===== config.mk =====
export PLATFORM = sky130hd
export DESIGN_NAME = rotary_encoder_with_button
export DESIGN_NICKNAME = d
export VERILOG_FILES = /design/src/hdl/reb_pkg.sv /design/src/hdl/rotary_encoder_with_button.sv
export SDC_FILE = /design/constraint.sdc
export NUM_CORES = 1
export LEC_CHECK = 0
export CAP_MARGIN = 20
export CORE_MARGIN = 2
export CORE_UTILIZATION = 60
export DETAILED_ROUTE_END_ITERATION = 6
export DONT_BUFFER_PORTS = 1
export PLACE_DENSITY = 0.74
export SYNTH_ARGS = -nofsm -noshare
export SYNTH_HDL_FRONTEND = slang
export SYNTH_SLANG_ARGS = --single-unit

===== constraint.sdc =====
create_clock -name clk -period 12.84 [get_ports clk]
set_input_delay 1.284 -clock clk [delete_from_list [all_inputs] [get_ports clk]]
set_output_delay 1.284 -clock clk [all_outputs]
set_load 0.05 [all_outputs]

===== src/hdl/reb_pkg.sv =====
// Shared types, constants and the quadrature transition decode for the
// rotary encoder with push button. No dependencies.
`default_nettype none

package reb_pkg;

	localparam int TIME_WIDTH = 32;

	typedef logic [TIME_WIDTH-1:0] time_t;
	typedef logic signed [8:0]     step_t;

	// configuration register indexes
	typedef enum logic [2:0] {
		REG_BLOCK_ENABLE       = 3'd0,
		REG_BUTTON_PRESENT     = 3'd1,
		REG_DEBOUNCE_MS        = 3'd2,
		REG_LONG_PRESS_MS      = 3'd3,
		REG_LONG_PRESS_ENABLE  = 3'd4,
		REG_ACCEL_ENABLE       = 3'd5,
		REG_ACCEL_RATE         = 3'd6,
		REG_ACCEL_THRESHOLD_MS = 3'd7
	} reg_index_t;

	localparam logic        RST_BLOCK_ENABLE       = 1'b1;
	localparam logic        RST_BUTTON_PRESENT     = 1'b1;
	localparam logic [15:0] RST_DEBOUNCE_MS        = 16'd5;
	localparam logic [15:0] RST_LONG_PRESS_MS      = 16'd1000;
	localparam logic        RST_LONG_PRESS_ENABLE  = 1'b0;
	localparam logic        RST_ACCEL_ENABLE       = 1'b0;
	localparam logic [7:0]  RST_ACCEL_RATE         = 8'd5;
	localparam logic [15:0] RST_ACCEL_THRESHOLD_MS = 16'd100;

	typedef enum logic [1:0] {
		DIR_NONE = 2'd0,
		DIR_CW   = 2'd1,
		DIR_CCW  = 2'd2
	} dir_t;

	// old phase in the upper two bits, new phase in the lower two
	function automatic dir_t step_dir(input logic [1:0] old_phase, input logic [1:0] new_phase);
		logic [3:0] idx;
		dir_t       d;
		idx = {old_phase, new_phase};
		case (idx) inside
			4'b0001, 4'b0111, 4'b1110, 4'b1000: d = DIR_CW;
			4'b0010, 4'b1011, 4'b1101, 4'b0100: d = DIR_CCW;
			default:                            d = DIR_NONE;
		endcase
		return d;
	endfunction

endpackage

`default_nettype wire


===== src/hdl/rotary_encoder_with_button.sv =====
// Rotary encoder with push button: quadrature decode, acceleration,
// button debounce, press and long-press events. Uses reb_pkg.
// An accepted poll beat passes the input register, then the result register,
// to become its result beat. One poll per cycle while the result side does not stall.
// Reset (arst_n low, asynchronous): configuration returns to its defaults,
// decoder and button state resets (button taken as released), both pipeline stages empty.
`default_nettype none

module rotary_encoder_with_button
	import reb_pkg::*;
(
	input  wire logic        clk,
	input  wire logic        arst_n,
	input  wire logic        in_valid,
	output logic             in_stall,
	input  wire logic        pin_a,
	input  wire logic        pin_b,
	input  wire logic        button_level,
	input  wire logic [31:0] now_ms,
	output logic             out_valid,
	input  wire logic        out_stall,
	output logic             rotation_event,
	output logic signed [8:0] step_value,
	output logic             press_event,
	output logic             long_press_event,
	output logic             button_debounced,
	input  wire logic        cfg_we,
	input  wire logic [2:0]  cfg_index,
	input  wire logic [15:0] cfg_data
);

	// configuration
	logic        block_enable_q, button_present_q, long_press_enable_q, accel_enable_q;
	logic [15:0] debounce_ms_q, long_press_ms_q, accel_threshold_ms_q;
	logic [7:0]  accel_rate_q;

	// input stage
	logic        valid_s1;
	logic [1:0]  phase_s1;
	logic        btn_s1;
	time_t       now_s1;

	// decoder and button state
	logic        primed_q, button_stable_q, button_prev_q, long_done_q;
	logic [1:0]  last_phase_q;
	step_t       increment_q;
	time_t       enc_time_q, rot_time_q, btn_change_q, press_start_q;

	// result register
	logic        out_valid_q, res_rot_q, res_press_q, res_long_q, res_btn_q;
	step_t       res_step_q;

	logic        out_blocked, fire;

	// next state
	logic        n_primed, n_stable, n_prev, n_done;
	logic [1:0]  n_last_phase;
	step_t       n_inc;
	time_t       n_enc_time, n_rot_time, n_change, n_press_start;
	logic        rot, press, lng;
	dir_t        dir;
	step_t       fast_step;

	assign out_blocked = out_valid_q & out_stall;
	assign fire        = valid_s1 & ~out_blocked;
	assign in_stall    = valid_s1 & out_blocked;

	always_ff @(posedge clk or negedge arst_n) begin
		if (!arst_n) begin
			block_enable_q       <= RST_BLOCK_ENABLE;
			button_present_q     <= RST_BUTTON_PRESENT;
			debounce_ms_q        <= RST_DEBOUNCE_MS;
			long_press_ms_q      <= RST_LONG_PRESS_MS;
			long_press_enable_q  <= RST_LONG_PRESS_ENABLE;
			accel_enable_q       <= RST_ACCEL_ENABLE;
			accel_rate_q         <= RST_ACCEL_RATE;
			accel_threshold_ms_q <= RST_ACCEL_THRESHOLD_MS;
		end else if (cfg_we) begin
			case (reg_index_t'(cfg_index))
				REG_BLOCK_ENABLE:       block_enable_q       <= cfg_data[0];
				REG_BUTTON_PRESENT:     button_present_q     <= cfg_data[0];
				REG_DEBOUNCE_MS:        debounce_ms_q        <= cfg_data;
				REG_LONG_PRESS_MS:      long_press_ms_q      <= cfg_data;
				REG_LONG_PRESS_ENABLE:  long_press_enable_q  <= cfg_data[0];
				REG_ACCEL_ENABLE:       accel_enable_q       <= cfg_data[0];
				REG_ACCEL_RATE:         accel_rate_q         <= cfg_data[7:0];
				REG_ACCEL_THRESHOLD_MS: accel_threshold_ms_q <= cfg_data;
				default: ;
			endcase
		end
	end

	// input register
	always_ff @(posedge clk or negedge arst_n) begin
		if (!arst_n) begin
			valid_s1 <= 1'b0;
		end else if (in_valid && !in_stall) begin
			valid_s1 <= 1'b1;
		end else if (fire) begin
			valid_s1 <= 1'b0;
		end
	end

	always_ff @(posedge clk) begin
		if (in_valid && !in_stall) begin
			phase_s1 <= {pin_a, pin_b};
			btn_s1   <= button_level;
			now_s1   <= TIME_WIDTH'(now_ms);
		end
	end

	// rate times the step direction; a zero rate gives a zero step
	assign fast_step = (dir == DIR_CCW) ? -step_t'({1'b0, accel_rate_q})
	                                    : step_t'({1'b0, accel_rate_q});

	always_comb begin
		n_primed      = primed_q;
		n_last_phase  = last_phase_q;
		n_inc         = increment_q;
		n_enc_time    = enc_time_q;
		n_rot_time    = rot_time_q;
		n_stable      = button_stable_q;
		n_prev        = button_prev_q;
		n_change      = btn_change_q;
		n_press_start = press_start_q;
		n_done        = long_done_q;
		rot           = 1'b0;
		press         = 1'b0;
		lng           = 1'b0;
		dir           = step_dir(last_phase_q, phase_s1);

		if (!block_enable_q) begin
			n_inc = '0;
		end else if (!primed_q) begin
			n_last_phase = phase_s1;
			n_primed     = 1'b1;
		end else begin
			if (phase_s1 != last_phase_q) begin
				if ((now_s1 - enc_time_q) >= TIME_WIDTH'(debounce_ms_q)) begin
					case (dir)
						DIR_CW:  n_inc = 9'sd1;
						DIR_CCW: n_inc = -9'sd1;
						default: n_inc = '0;
					endcase
					if (dir != DIR_NONE && accel_enable_q) begin
						if ((now_s1 - rot_time_q) < TIME_WIDTH'(accel_threshold_ms_q))
							n_inc = fast_step;
						n_rot_time = now_s1;
					end
					rot        = (n_inc != '0);
					n_enc_time = now_s1;
				end
				n_last_phase = phase_s1;
			end
			if (button_present_q) begin
				if (btn_s1 != button_prev_q)
					n_change = now_s1;
				if ((now_s1 - n_change) >= TIME_WIDTH'(debounce_ms_q) &&
				    btn_s1 != button_stable_q) begin
					n_stable = btn_s1;
					n_done   = 1'b0;
					if (!btn_s1) begin
						n_press_start = now_s1;
						press         = 1'b1;
					end
				end
				if (!n_stable && !n_done && long_press_enable_q &&
				    (now_s1 - n_press_start) >= TIME_WIDTH'(long_press_ms_q)) begin
					n_done = 1'b1;
					lng    = 1'b1;
				end
				n_prev = btn_s1;
			end
		end
	end

	always_ff @(posedge clk or negedge arst_n) begin
		if (!arst_n) begin
			primed_q        <= 1'b0;
			last_phase_q    <= '0;
			increment_q     <= '0;
			enc_time_q      <= '0;
			rot_time_q      <= '0;
			button_stable_q <= 1'b1;
			button_prev_q   <= 1'b1;
			btn_change_q    <= '0;
			press_start_q   <= '0;
			long_done_q     <= 1'b0;
		end else if (fire) begin
			primed_q        <= n_primed;
			last_phase_q    <= n_last_phase;
			increment_q     <= n_inc;
			enc_time_q      <= n_enc_time;
			rot_time_q      <= n_rot_time;
			button_stable_q <= n_stable;
			button_prev_q   <= n_prev;
			btn_change_q    <= n_change;
			press_start_q   <= n_press_start;
			long_done_q     <= n_done;
		end else if (cfg_we && reg_index_t'(cfg_index) == REG_BLOCK_ENABLE && !cfg_data[0]) begin
			// disabling drops the stored step, unless a poll is taken in the same cycle
			increment_q <= '0;
		end
	end

	// result register
	always_ff @(posedge clk or negedge arst_n) begin
		if (!arst_n) begin
			out_valid_q <= 1'b0;
		end else if (fire) begin
			out_valid_q <= 1'b1;
		end else if (!out_stall) begin
			out_valid_q <= 1'b0;
		end
	end

	always_ff @(posedge clk) begin
		if (fire) begin
			res_rot_q   <= rot;
			res_step_q  <= n_inc;
			res_press_q <= press;
			res_long_q  <= lng;
			res_btn_q   <= n_stable;
		end
	end

	assign out_valid        = out_valid_q;
	assign rotation_event   = res_rot_q;
	assign step_value       = res_step_q;
	assign press_event      = res_press_q;
	assign long_press_event = res_long_q;
	assign button_debounced = res_btn_q;

	a_rot_nonzero: assert property (@(posedge clk) disable iff (!arst_n)
		out_valid && rotation_event |-> step_value != '0)
		else $error("rotation beat with zero step");

	a_press_level: assert property (@(posedge clk) disable iff (!arst_n)
		out_valid && (press_event || long_press_event) |-> !button_debounced)
		else $error("press event while debounced level released");

	a_stall_cause: assert property (@(posedge clk) disable iff (!arst_n)
		in_stall |-> out_valid && out_stall)
		else $error("input stalled with result side free");

	a_hold_result: assert property (@(posedge clk) disable iff (!arst_n)
		out_valid && out_stall |=> out_valid && $stable(step_value) && $stable(button_debounced))
		else $error("stalled result beat changed");

endmodule

`default_nettype wire


Word level (Yosys, flattened, before mapping)

Index checks and enable logic that the tools add are counted.

Register bits after elaboration: 253
Input bits: 59
Output and inout bits: 15
Word-level logic and storage cells: 143

Add/sub/neg operators: 5
$lt $le $gt $ge: 4
Equality and inequality tests: 22
Multiplexer cells: 45
Bitwise gates (word level): 4
Reduce and logical (&&, ||, !) cells: 35

Operator list:

| kind                                          | count |
|---|---|
| 2-to-1 mux 32 bit                             | 9 |
| subtractor 32 bit                             | 4 |
| 2-to-1 mux 9 bit                              | 13 |
| >= comparator 32 x 16 -> 1 bit                | 3 |
| < comparator 32 x 16 -> 1 bit                 | 1 |
| 2-to-1 mux 1 bit                              | 18 |
| one-hot mux 9 bit (2 select lines)            | 1 |
| AND reduction 2 bit                           | 9 |
| == test 4 bit, second input constant          | 4 |
| == test 3 bit, second input constant          | 4 |
| AND reduction 4 bit                           | 3 |
| negation 8 -> 9 bit                           | 1 |
| nonzero test 9 bit                            | 1 |
| == test 4 x 3 -> 1 bit, second input constant | 2 |
| logical AND 1 bit                             | 8 |
| 2-to-1 mux 2 bit                              | 4 |
| OR reduction 4 bit                            | 2 |
| == test 3 x 2 -> 1 bit, second input constant | 2 |
| AND reduction 3 bit                           | 2 |
| AND reduction 6 bit                           | 1 |
| nonzero test 2 bit                            | 3 |
| AND reduction 5 bit                           | 1 |
| == test 4 x 1 -> 1 bit, second input constant | 1 |
| == test 4 x 2 -> 1 bit, second input constant | 1 |
| 10 further kinds                              | 17 |

Logic depth before layout (Yosys ltp)

Gate-level depths: netlist (run 1).

Depth in word-level cells: 17
Gate-level depth with buffers: 61

Least setup slack after synthesis (run 1)

OpenSTA, ideal clock, no wires.

Path kind: register to register
From: register btn_s1
To: register res_long_q, in the netlist long_press_event, data pin
Setup time: 0.263 ns
Arrival: 11.305 ns
Path slack: 1.273 ns
Stages on the path, launching flop included: 59
Buffers on the path: 9
Cells stage by stage: edfxtp_1 > buf_2 > xnor2_2 > buf_6 > buf_6 > clkbuf_1 > nand2_1 > o21ai_0 > ha_1 > inv_1 > ha_1 > a21oi_1 > o22ai_2 > a21oi_2 > nand2_1 > a22oi_1 > o21bai_1 > a21oi_1 > [... 23 more ...] > clkbuf_1 > o2bb2ai_1 > a221o_1 > or3_1 > mux2_2 > a211oi_2 > a21oi_1 > xnor2_1 > ha_1 > a221oi_1 > o221ai_1 > nor3_1 > o31ai_1 > a221oi_1 > nand4_1 > or4_1 > o31ai_1 > nor2_1

Word-level cells in the longest chain between the ends: 17
Elaborated cells on any way between the ends: 30
Those cells by class: add/sub: 2; order compare: 2; eq/ne: 2; mux: 18; reduce/logical: 6

Ends and longest elaborated chain:

| element                                                                    | line                              | text |
|---|---|---|
| start, declared                                                            | rotary_encoder_with_button.sv:40  | `logic btn_s1;` |
| start signal, assigned                                                     | rotary_encoder_with_button.sv:107 | `btn_s1 <= button_level;` |
| parallel branches: the longest is 15 deep, another holds subtractor 32 bit | --                                |  |
| logical AND 1 bit *                                                        | rotary_encoder_with_button.sv:167 | `if (!n_stable && !n_done && long_press_enable_q &&` |
| 2-to-1 mux 1 bit *                                                         | rotary_encoder_with_button.sv:167 |  |
| end signal, assigned                                                       | rotary_encoder_with_button.sv:222 | `res_long_q <= lng;` |
| end, declared                                                              | rotary_encoder_with_button.sv:50  | `logic out_valid_q, res_rot_q, res_press_q, res_long_q, res_btn_q;` |

Mark *: on every way between the ends. The select of a mux whose other input is x is not followed.
A chain may end at the register's enable or synchronous reset.

Worst setup path in the final report (run 1)

Ends and elaborated chain as after synthesis.

==> flow_metrics.py, run 1 <==
metrics = {
    "status": {
        "status": "completed",
    },
    "floorplanning": {
        "rows": 65,
        "die_h_um": 183,
        "ios": 74,
        "initial_core_util_pct": 60.8,
        "fp.dieArea_um2": 33300,
        "die_w_um": 183,
        "core_um2": 31500,
    },
    "clock_tree": {
        "cts_buffers": 30,
        "clockBufferDepth": 3,
        "h-tree-depth": 1,
        "cts_tree": "yes",
        "clk_pin_slew_ns": 0.07,
        "cts_root_buffer": "clkbuf_16",
        "cts-hold-fix-buffers": 0,
        "insertion_delay_ns": 0.60,
        "clock_sinks": 253,
    },
    "synth": {
        "syn_nets": 2315,
        "synth_edf_count": 48,
        "synth.distinct_cells": 90,
        "yosys_warnings": 0,
        "avgSynthCellArea_um2": 9.21,
        "ys_async_sr_fraction_pct": 81.0,
        "yosys-top-cells-area": "dfrtp_1 (25%), ha_1 (11%), mux2_2 (8.2%), edfxtp_1 (7.5%), o21ai_0 (4.1%)",
        "syn_inst": 2078,
        "yosysTopAreaCell": "dfrtp_1",
        "synth_most_common_cell": "dfrtp_1",
        "synthesis.area_um2": 19100,
        "ys_seq_area_share_pct": 34.5,
        "synth_top_cell_area_share_pct": 24.6,
        "synthFlopType": "dfrtp_1",
        "yosys-top-cells-count": "dfrtp_1 (188), nand2_1 (178), ha_1 (175), inv_1 (175), o21ai_0 (155)",
        "synth-seq-cells": 253,
    },
    "timing": {
        "tightest_slew_ns": 1.09,
        "setup_ws_ns": 1.02,
        "drv_slew": 0,
        "max_clock_freq_mhz": 84.6,
        "rsz0062_at_grt": "no",
        "period_share_pct": 92.0,
        "relSlewSlack_pct": 27.2,
        "hold_viol": 0,
        "final.min_clock_period_ns": 11.82,
        "setup_viol": 0,
        "fin_setup_tns_ns": 0,
        "clock_skew_ns": 0.0150,
    },
    "grt": {
        "antenna_found_initial": 1,
        "grt_usage_pct": 30.8,
        "grt_max_degree": 206,
        "grt_pass1_vias": 14900,
        "grt_pass1_wl_mm": 81.1,
        "overflow": 0,
    },
    "placed_design": {
        "dp_hpwl_mm": 38.5,
        "dp_slack_ns": 0.880,
        "placed_area_um2": 19500,
        "gp_congestion": 0.994,
        "portBuffers": 0,
    },
    "critical_path": {
        "max_stage_delay_ns": 0.57,
        "cp.depth": 53,
        "required_ns": 13.18,
        "reg2reg_slack_ns": 1.02,
        "endpoint": "long_press_event",
        "crit_slowest_cell": "edfxtp_1",
        "startpoint": "btn_s1",
        "reg2reg_depth": 53,
        "worstPathBufferInverterCount": 4,
        "reg2reg_from": "btn_s1",
        "start_kind": "register",
        "crit_top_cell": "ha_1",
        "rr_endpoint": "long_press_event",
        "cp-end-kind": "register",
        "worst-path-max-fanout": 13,
        "worstSetupPathType": "reg2reg",
        "cpLargestDelayFamily": "compound AO/OA/AOI/OAI gates",
        "cp.arrival_ns": 12.15,
    },
    "worst_hold_path": {
        "hp-class": "in2async",
    },
    "finish": {
        "finalInstanceArea_um2": 20500,
        "multiInputGateArea_um2": 11600,
        "nets": 2296,
        "n_antenna_cell": 0,
        "nFillCells": 2590,
        "seq_area_um2": 6590,
        "drive_above_1_share_pct": 12.6,
        "syn2layout_area_growth_pct": 7.33,
    },
    "detailed_routing": {
        "vias": 15600,
        "drc": 0,
        "ant_nets": 0,
        "viasPerCell": 6.30,
        "firstDrtPassIters": 6,
        "drt_iter0_drc": 1180,
        "wl_mm": 51.3,
        "avgRoutedWirePerCell_um": 20.6,
    },
    "pwr": {
        "p_leak_nw": 9.18,
        "power_density_nw_per_um2": 258,
        "peakVddDrop_mv": 0.137,
    },
    "job": {
        "cap_violations": 0,
    },
}
[layout make-up]
type                            count  area share [%]
Timing Repair Buffer               20           0.768
Clock buffer                       36            3.96
Clock inverter                     20           0.963
Tap cell                          402            2.45
Multi-Input combinational cell   1579            56.6
Sequential cell                   253            32.1
Inverter                          175            3.20
[registers in the layout, indices dropped and copies added, names as in the netlist, 2 cells and up]
register and count:
btn_change_q 32, enc_time_q 32, now_s1 32, press_start_q 32, rot_time_q 32, accel_threshold_ms_q 16, debounce_ms_q 16, long_press_ms_q 16
increment_q 9, step_value 9, accel_rate_q 8, last_phase_q 2, phase_s1 2
[worst reg2reg max path: cells and delay by family (launching register included)]
family | cells | cell delay [ns]
buffers and inverters | 4 | 0.37
DFF | 1 | 0.57
and+or+nand+nor | 15 | 3.41
xor gates and xnor gates | 3 | 0.54
adders and majority gates | 6 | 1.48
AOI/OAI and AO/OA | 25 | 5.18
[timing repair]
item	in CTS	in global routing
setup endpoints to repair	0	2
hold endpoints to repair	0	0
setup buffers	0	3
resized for setup	0	1
[cell usage in the layout, fill, tap and decap left out, drive strengths merged, types with 19 or more instances in the layout]
master,n
clkbuf,36
nor2b,38
nor2,116
a21o,54
nand4,21
o21a,23
mux2i,53
nand2b,35
mux2,139
xnor2,62
nor3,37
dfrtp,188
nand3,32
ha,175
buf,20
a31oi,19
nand2,179
a21oi,128
edfxtp,48
inv,175
and2,21
o21ai,159
xor2,31
[worst min path at each step]
stage          slack (ns)            endpoint
2_1_floorplan        0.45    btn_change_q[14]
3_3_place_gp         0.45           out_valid
3_5_place_dp         0.47       rot_time_q[8]
4_1_cts              0.37      increment_q[4]
5_1_grt              0.37      increment_q[4]
6_report             0.39  long_press_ms_q[2]
[cell families after synthesis]
kind of cell / Yosys count / share of synthesized area (%)
and+or+nand+nor: 548 / 13.9
AOI/OAI and AO/OA: 557 / 19.0
adders and majority gates: 189 / 12.3
muxes: 192 / 11.0
buffers and inverters: 246 / 5.04
DFF: 253 / 34.5
xor gates and xnor gates: 93 / 4.34
[metal layers]
layer / global-route usage, % / routed length [um]
met5: 0 / 13
met4: 9.81 / 1770
met3: 3.87 / 2800
met2: 50.3 / 23300
met1: 42.8 / 23400
[per-stage QoR]
stage | instances | utilization, % | hold slack [ns] | total power, W
2_1_floorplan | 2078 | - | 0.449 | 0.00367
3_3_place_gp | 2425 | 61.9 | 0.454 | 0.00429
3_5_place_dp | 2426 | 61.9 | 0.470 | 0.00438
4_1_cts | 2482 | 65.2 | 0.366 | 0.00527
5_1_grt | 2485 | 65.2 | 0.369 | 0.00573
6_report | 2485 | 65.2 | 0.386 | 0.00530
[where the power goes]
| part | leakage, nW | switching (W) | internal [W] |
|---|---|---|---|
| Sequential | 3.01 | 0.000210 | 0.00109 |
| Clock | 0.476 | 0.000374 | 0.000495 |
| Combinational | 5.69 | 0.00177 | 0.00136 |
(Power assumes the default switching activity.)
==> inputs of run 2 (changes only) <==
==> constraint.sdc (replaced) <==
create_clock -name clk -period 12.84 [get_ports clk]
set_input_delay 0.642 -clock clk [delete_from_list [all_inputs] [get_ports clk]]
set_output_delay 0.642 -clock clk [all_outputs]
set_load 0.05 [all_outputs]
==> run 2 against run 1 <==
  * Sequential power hardly changed
  * Clock-buffer cell count is the same
  * Register-to-register slack better by 0.06 ns
  * Largest cell class unchanged
  * Highest routed layer unchanged
  * Largest power group unchanged
==> flow_metrics.py, run 2 (same netlist as run 1, synthesis figures left out) <==
metrics = {
    "grt": {
        "use_met2_pct": 50.3,
        "antenna_found_initial": 1,
        "met3_usage_pct": 3.87,
        "busiest_layer": "met2",
        "overflow": 0,
        "grt_pass1_wl_mm": 81.2,
        "grt_pass1_vias": 14900,
        "grt_use_met1_pct": 42.9,
        "grt_usage_pct": 30.8,
        "grt_max_degree": 206,
    },
    "critical_path": {
        "cp-end-kind": "register",
        "cpLargestDelayFamily": "compound AO/OA/AOI/OAI gates",
        "worst-path-max-fanout": 13,
        "start_kind": "register",
        "cp.arrival_ns": 12.10,
        "required_ns": 13.18,
        "crit_top_cell": "ha_1",
        "crit_slowest_cell": "edfxtp_1",
        "worstSetupPathType": "reg2reg",
        "worstPathBufferInverterCount": 4,
        "max_stage_delay_ns": 0.57,
    },
    "clock_tree": {
        "cts_tree": "yes",
        "clk_pin_slew_ns": 0.07,
        "cts_buffers": 30,
        "cts_root_buffer": "clkbuf_16",
        "h-tree-depth": 1,
        "clock_sinks": 253,
        "insertion_delay_ns": 0.60,
        "clockBufferDepth": 3,
    },
    "timing": {
        "setup_viol": 0,
        "timing.hold.ws_ns": 0.135,
        "rsz0062_at_grt": "no",
        "period_share_pct": 91.6,
        "max_clock_freq_mhz": 85.0,
        "clock_skew_ns": 0.0146,
        "final.min_clock_period_ns": 11.76,
        "hold_viol": 0,
        "drv_slew": 0,
        "fin_setup_tns_ns": 0,
        "tightest_slew_ns": 1.11,
        "setup_ws_ns": 1.08,
        "relSlewSlack_pct": 26.2,
    },
    "floorplanning": {
        "ios": 74,
        "core_um2": 31500,
        "fp.dieArea_um2": 33300,
        "rows": 65,
        "die_w_um": 183,
        "initial_core_util_pct": 60.8,
        "die_h_um": 183,
    },
    "finish": {
        "seq_area_um2": 6590,
        "nFillCells": 2587,
        "multiInputGateArea_um2": 11600,
        "final_common_cell": "dfrtp_1",
        "nets": 2297,
        "drive_above_1_share_pct": 12.6,
        "final_cell_mix": "dfrtp_1 (188), nand2_1 (177), inv_1 (175), ha_1 (175), o21ai_0 (155)",
        "syn2layout_area_growth_pct": 7.48,
    },
    "pwr": {
        "total_power_w": 0.00531,
        "power_density_nw_per_um2": 258,
        "peakVddDrop_mv": 0.136,
        "p_leak_nw": 9.19,
    },
    "detailed_routing": {
        "vias": 15700,
        "avgRoutedWirePerCell_um": 20.6,
        "ant_nets": 0,
        "drc": 0,
        "viasPerCell": 6.29,
        "firstDrtPassIters": 5,
        "drt_iter0_drc": 1117,
        "wl_mm": 51.3,
    },
    "placed_design": {
        "dp_slack_ns": 0.880,
        "gp_congestion": 0.994,
        "dp_hpwl_mm": 38.5,
        "portBuffers": 0,
    },
    "worst_hold_path": {
        "hp-class": "in2async",
    },
    "status": {
        "status": "completed",
    },
    "job": {
        "cap_violations": 0,
    },
}
-- run 2: changes by cell type in the layout (fill, tap and decap cells not counted), sizes merged --
cell / delta
diode: +1
buf: +1
-- run 2: area by class of cell --
class                      instances  area share, %
tap                              402           2.45
sequential                       253           32.1
clock inverter                    20          0.961
clock buffer                      36           3.96
inverter                         175           3.19
multi-input combinational       1579           56.5
timing repair buffer              21          0.901
antenna                            1         0.0122
-- run 2: repair_timing --
item	4_1_cts	5_1_grt
setup buffers	0	3
hold buffers	1	0
setup endpoints to repair	0	2
endpoints found under the hold margin	205	0
resized for setup	0	1
-- run 2: final timing paths --
path	startpoint	endpoint	slack [ns]	cells after the start
worst max-delay path	btn_s1	long_press_event	1.08	53
worst min-delay path	arst_n	increment_q[4]	0.14	1
worst max register to register	btn_s1	long_press_event	1.08	53
worst min register to register	rot_time_q[3]	rot_time_q[3]	0.48	2
max in group asynchronous	arst_n	enc_time_q[31]	11.84	1
min in group clk	now_ms[9]	now_s1[9]	0.14	0
-- run 2: per-layer routing --
metal / vias to the layer above / share of wire [%] / wire length (um)
met5: - / 0.025 / 13
met4: 2 / 3.3 / 1710
met3: 98 / 5.6 / 2850
met2: 477 / 46 / 23400
met1: 7589 / 46 / 23400
li1: 7485 / - / -
-- run 2: metrics by stage --
step                      utilization, %  cells  instance area, um^2
after floorplan                        -   2078                19100
after CTS                           65.2   2483                20500
after global routing                65.3   2486                20600
final                               65.3   2487                20600
after global placement              61.9   2425                19500
after detailed placement            61.9   2426                19500
-- run 2: power by group --
part           leakage (nW)  internal [W]  switching, W  total, W
clock                 0.476      0.000495      0.000374  0.000869
combinational          5.71       0.00136       0.00178   0.00314
sequential             3.01       0.00109      0.000210   0.00130
==> inputs of run 3 (changes only) <==
- CORE_UTILIZATION: 60 -> 25
- PLACE_DENSITY: 0.74 -> 0.36
- SETUP_SLACK_MARGIN: not set -> 0.1
==> run 3 against run 2 <==
  * Total power increased by 5.4%
  * Die area is 140% higher
  * Sequential share of layout area down 1.7 points
  * Non-clock buffer count rose by 11
  * Setup slack gained 0.078 ns
  * Final cell count increased by 24%
  * Worst hold slack lost 0.033 ns
  * First-iteration DRC count decreased by 26%
  * Design area grew 5.7%
  * Clock-buffer cell count rose by 15
  * Critical path type unchanged
  * Largest cell class unchanged
==> flow_metrics.py, run 3 (same netlist as run 1, synthesis figures left out) <==
metrics = {
    "status": {
        "status": "completed",
    },
    "timing": {
        "period_share_pct": 91.0,
        "drv_slew": 0,
        "rsz0062_at_grt": "no",
        "relSlewSlack_pct": 23.2,
        "fin_setup_tns_ns": 0,
        "setup_viol": 0,
        "tightest_slew_ns": 1.15,
        "final.min_clock_period_ns": 11.68,
        "clock_skew_ns": 0.0301,
        "max_clock_freq_mhz": 85.6,
        "hold_viol": 0,
    },
    "critical_path": {
        "max_stage_delay_ns": 0.59,
        "start_kind": "register",
        "worst-path-max-fanout": 36,
        "required_ns": 13.15,
        "crit_slowest_cell": "edfxtp_1",
        "worstSetupPathType": "reg2reg",
        "reg2reg_depth": 45,
        "reg2reg_from": "btn_s1",
        "cp-end-kind": "register",
        "cp.arrival_ns": 11.99,
        "crit_top_cell": "ha_1",
        "rr_endpoint": "long_press_event",
        "reg2reg_slack_ns": 1.16,
    },
    "floorplanning": {
        "ios": 74,
        "core_um2": 75800,
        "fp.dieArea_um2": 78800,
        "rows": 101,
        "die_h_um": 281,
        "die_w_um": 281,
        "initial_core_util_pct": 25.2,
    },
    "placed_design": {
        "dp_hpwl_mm": 47.0,
        "gp_congestion": 0.860,
        "portBuffers": 0,
        "placed_area_um2": 20300,
    },
    "detailed_routing": {
        "firstDrtPassIters": 5,
        "avgRoutedWirePerCell_um": 20.1,
        "viasPerCell": 4.94,
        "drt_iter0_drc": 822,
        "wl_mm": 62.2,
        "vias": 15300,
        "ant_nets": 0,
        "drc": 0,
    },
    "pwr": {
        "p_leak_nw": 9.43,
        "peakVddDrop_mv": 0.0993,
        "power_density_nw_per_um2": 257,
    },
    "grt": {
        "grt_max_degree": 190,
        "overflow": 0,
        "antenna_found_initial": 3,
        "grt_pass1_wl_mm": 95.5,
        "grt_usage_pct": 15.9,
        "grt_pass1_vias": 15500,
    },
    "clock_tree": {
        "clk_pin_slew_ns": 0.06,
        "cts_buffers": 39,
        "cts_tree": "yes",
        "h-tree-depth": 2,
        "cts_root_buffer": "clkbuf_16",
        "post_cts_buffers": 0,
        "insertion_delay_ns": 0.59,
        "clockBufferDepth": 3,
        "clock_sinks": 253,
    },
    "finish": {
        "drive_above_1_share_pct": 13.4,
        "multiInputGateArea_um2": 11600,
        "nFillCells": 8061,
        "seq_area_um2": 6590,
        "nets": 2317,
        "syn2layout_area_growth_pct": 13.6,
        "final_cell_mix": "dfrtp_1 (188), nand2_1 (177), inv_1 (175), ha_1 (175), o21ai_0 (155)",
        "final_common_cell": "dfrtp_1",
        "finalInstanceArea_um2": 21700,
    },
    "job": {
        "cap_violations": 0,
    },
    "worst_hold_path": {
        "hp-class": "in2async",
    },
}
## run 3: worst max-delay path by stage
stage,start,cells past startpoint,endpoint
2_1_floorplan,btn_s1,58,long_press_event
3_3_place_gp,btn_s1,45,long_press_event
3_5_place_dp,btn_s1,45,long_press_event
4_1_cts,btn_s1,45,long_press_event
5_1_grt,btn_s1,50,long_press_event
6_report,btn_s1,45,long_press_event
## run 3: worst max-delay path, delay by kind of cell (launching register included)
kind | cells | cell delay [ns]
and+or+nand+nor | 13 | 3.07
xor gates and xnor gates | 3 | 0.64
AOI/OAI and AO/OA | 18 | 3.97
buffers and inverters | 4 | 1.14
DFF | 1 | 0.59
adders and majority gates | 4 | 1.30
muxes | 3 | 0.66
## run 3: metrics by stage
stage	hold slack, ns	power (W)	setup WS (ns)	instances	utilization [%]
after floorplan	0.346	0.00367	1.27	2078	-
after global placement	0.369	0.00446	1.08	3014	26.8
after detailed placement	0.369	0.00448	0.852	3015	26.8
after CTS	0.0664	0.00568	0.798	3089	28.7
after global routing	0.0783	0.00613	0.202	3089	28.7
final	0.103	0.00560	1.16	3091	28.7
## run 3: cell type report
class	instances	area share, %
clock inverters	21	1.13
flip-flops and latches	253	30.3
repair buffers	32	1.36
inverters	175	3.02
clock buffers	51	5.07
multi-input cells	1579	53.4
diodes	2	0.0230
well taps	978	5.63
## run 3: layer usage
layer | vias up | wire (um) | GRT usage [%] | part of all wire, %
met2 | 259 | 28700 | 26.3 | 46
li1 | 7544 | - | - | -
met3 | 71 | 2710 | 2.46 | 4.4
met1 | 7389 | 29700 | 22.0 | 48
met5 | - | 0 | 0 | 0
met4 | 0 | 1080 | 3.22 | 1.7
## run 3: what timing repair did
action                     in CTS  in global routing
hold buffers                    2                  0
hold endpoints to repair      189                  0
gates resized for setup         0                  2
setup endpoints to repair       0                  2
## run 3: power by group
part / internal, W / total (W) / switching [W]
combinational: 0.00136 / 0.00317 / 0.00181
clock: 0.000689 / 0.00113 / 0.000437
sequential: 0.00109 / 0.00130 / 0.000209
total: 0.00314 / 0.00560 / 0.00246
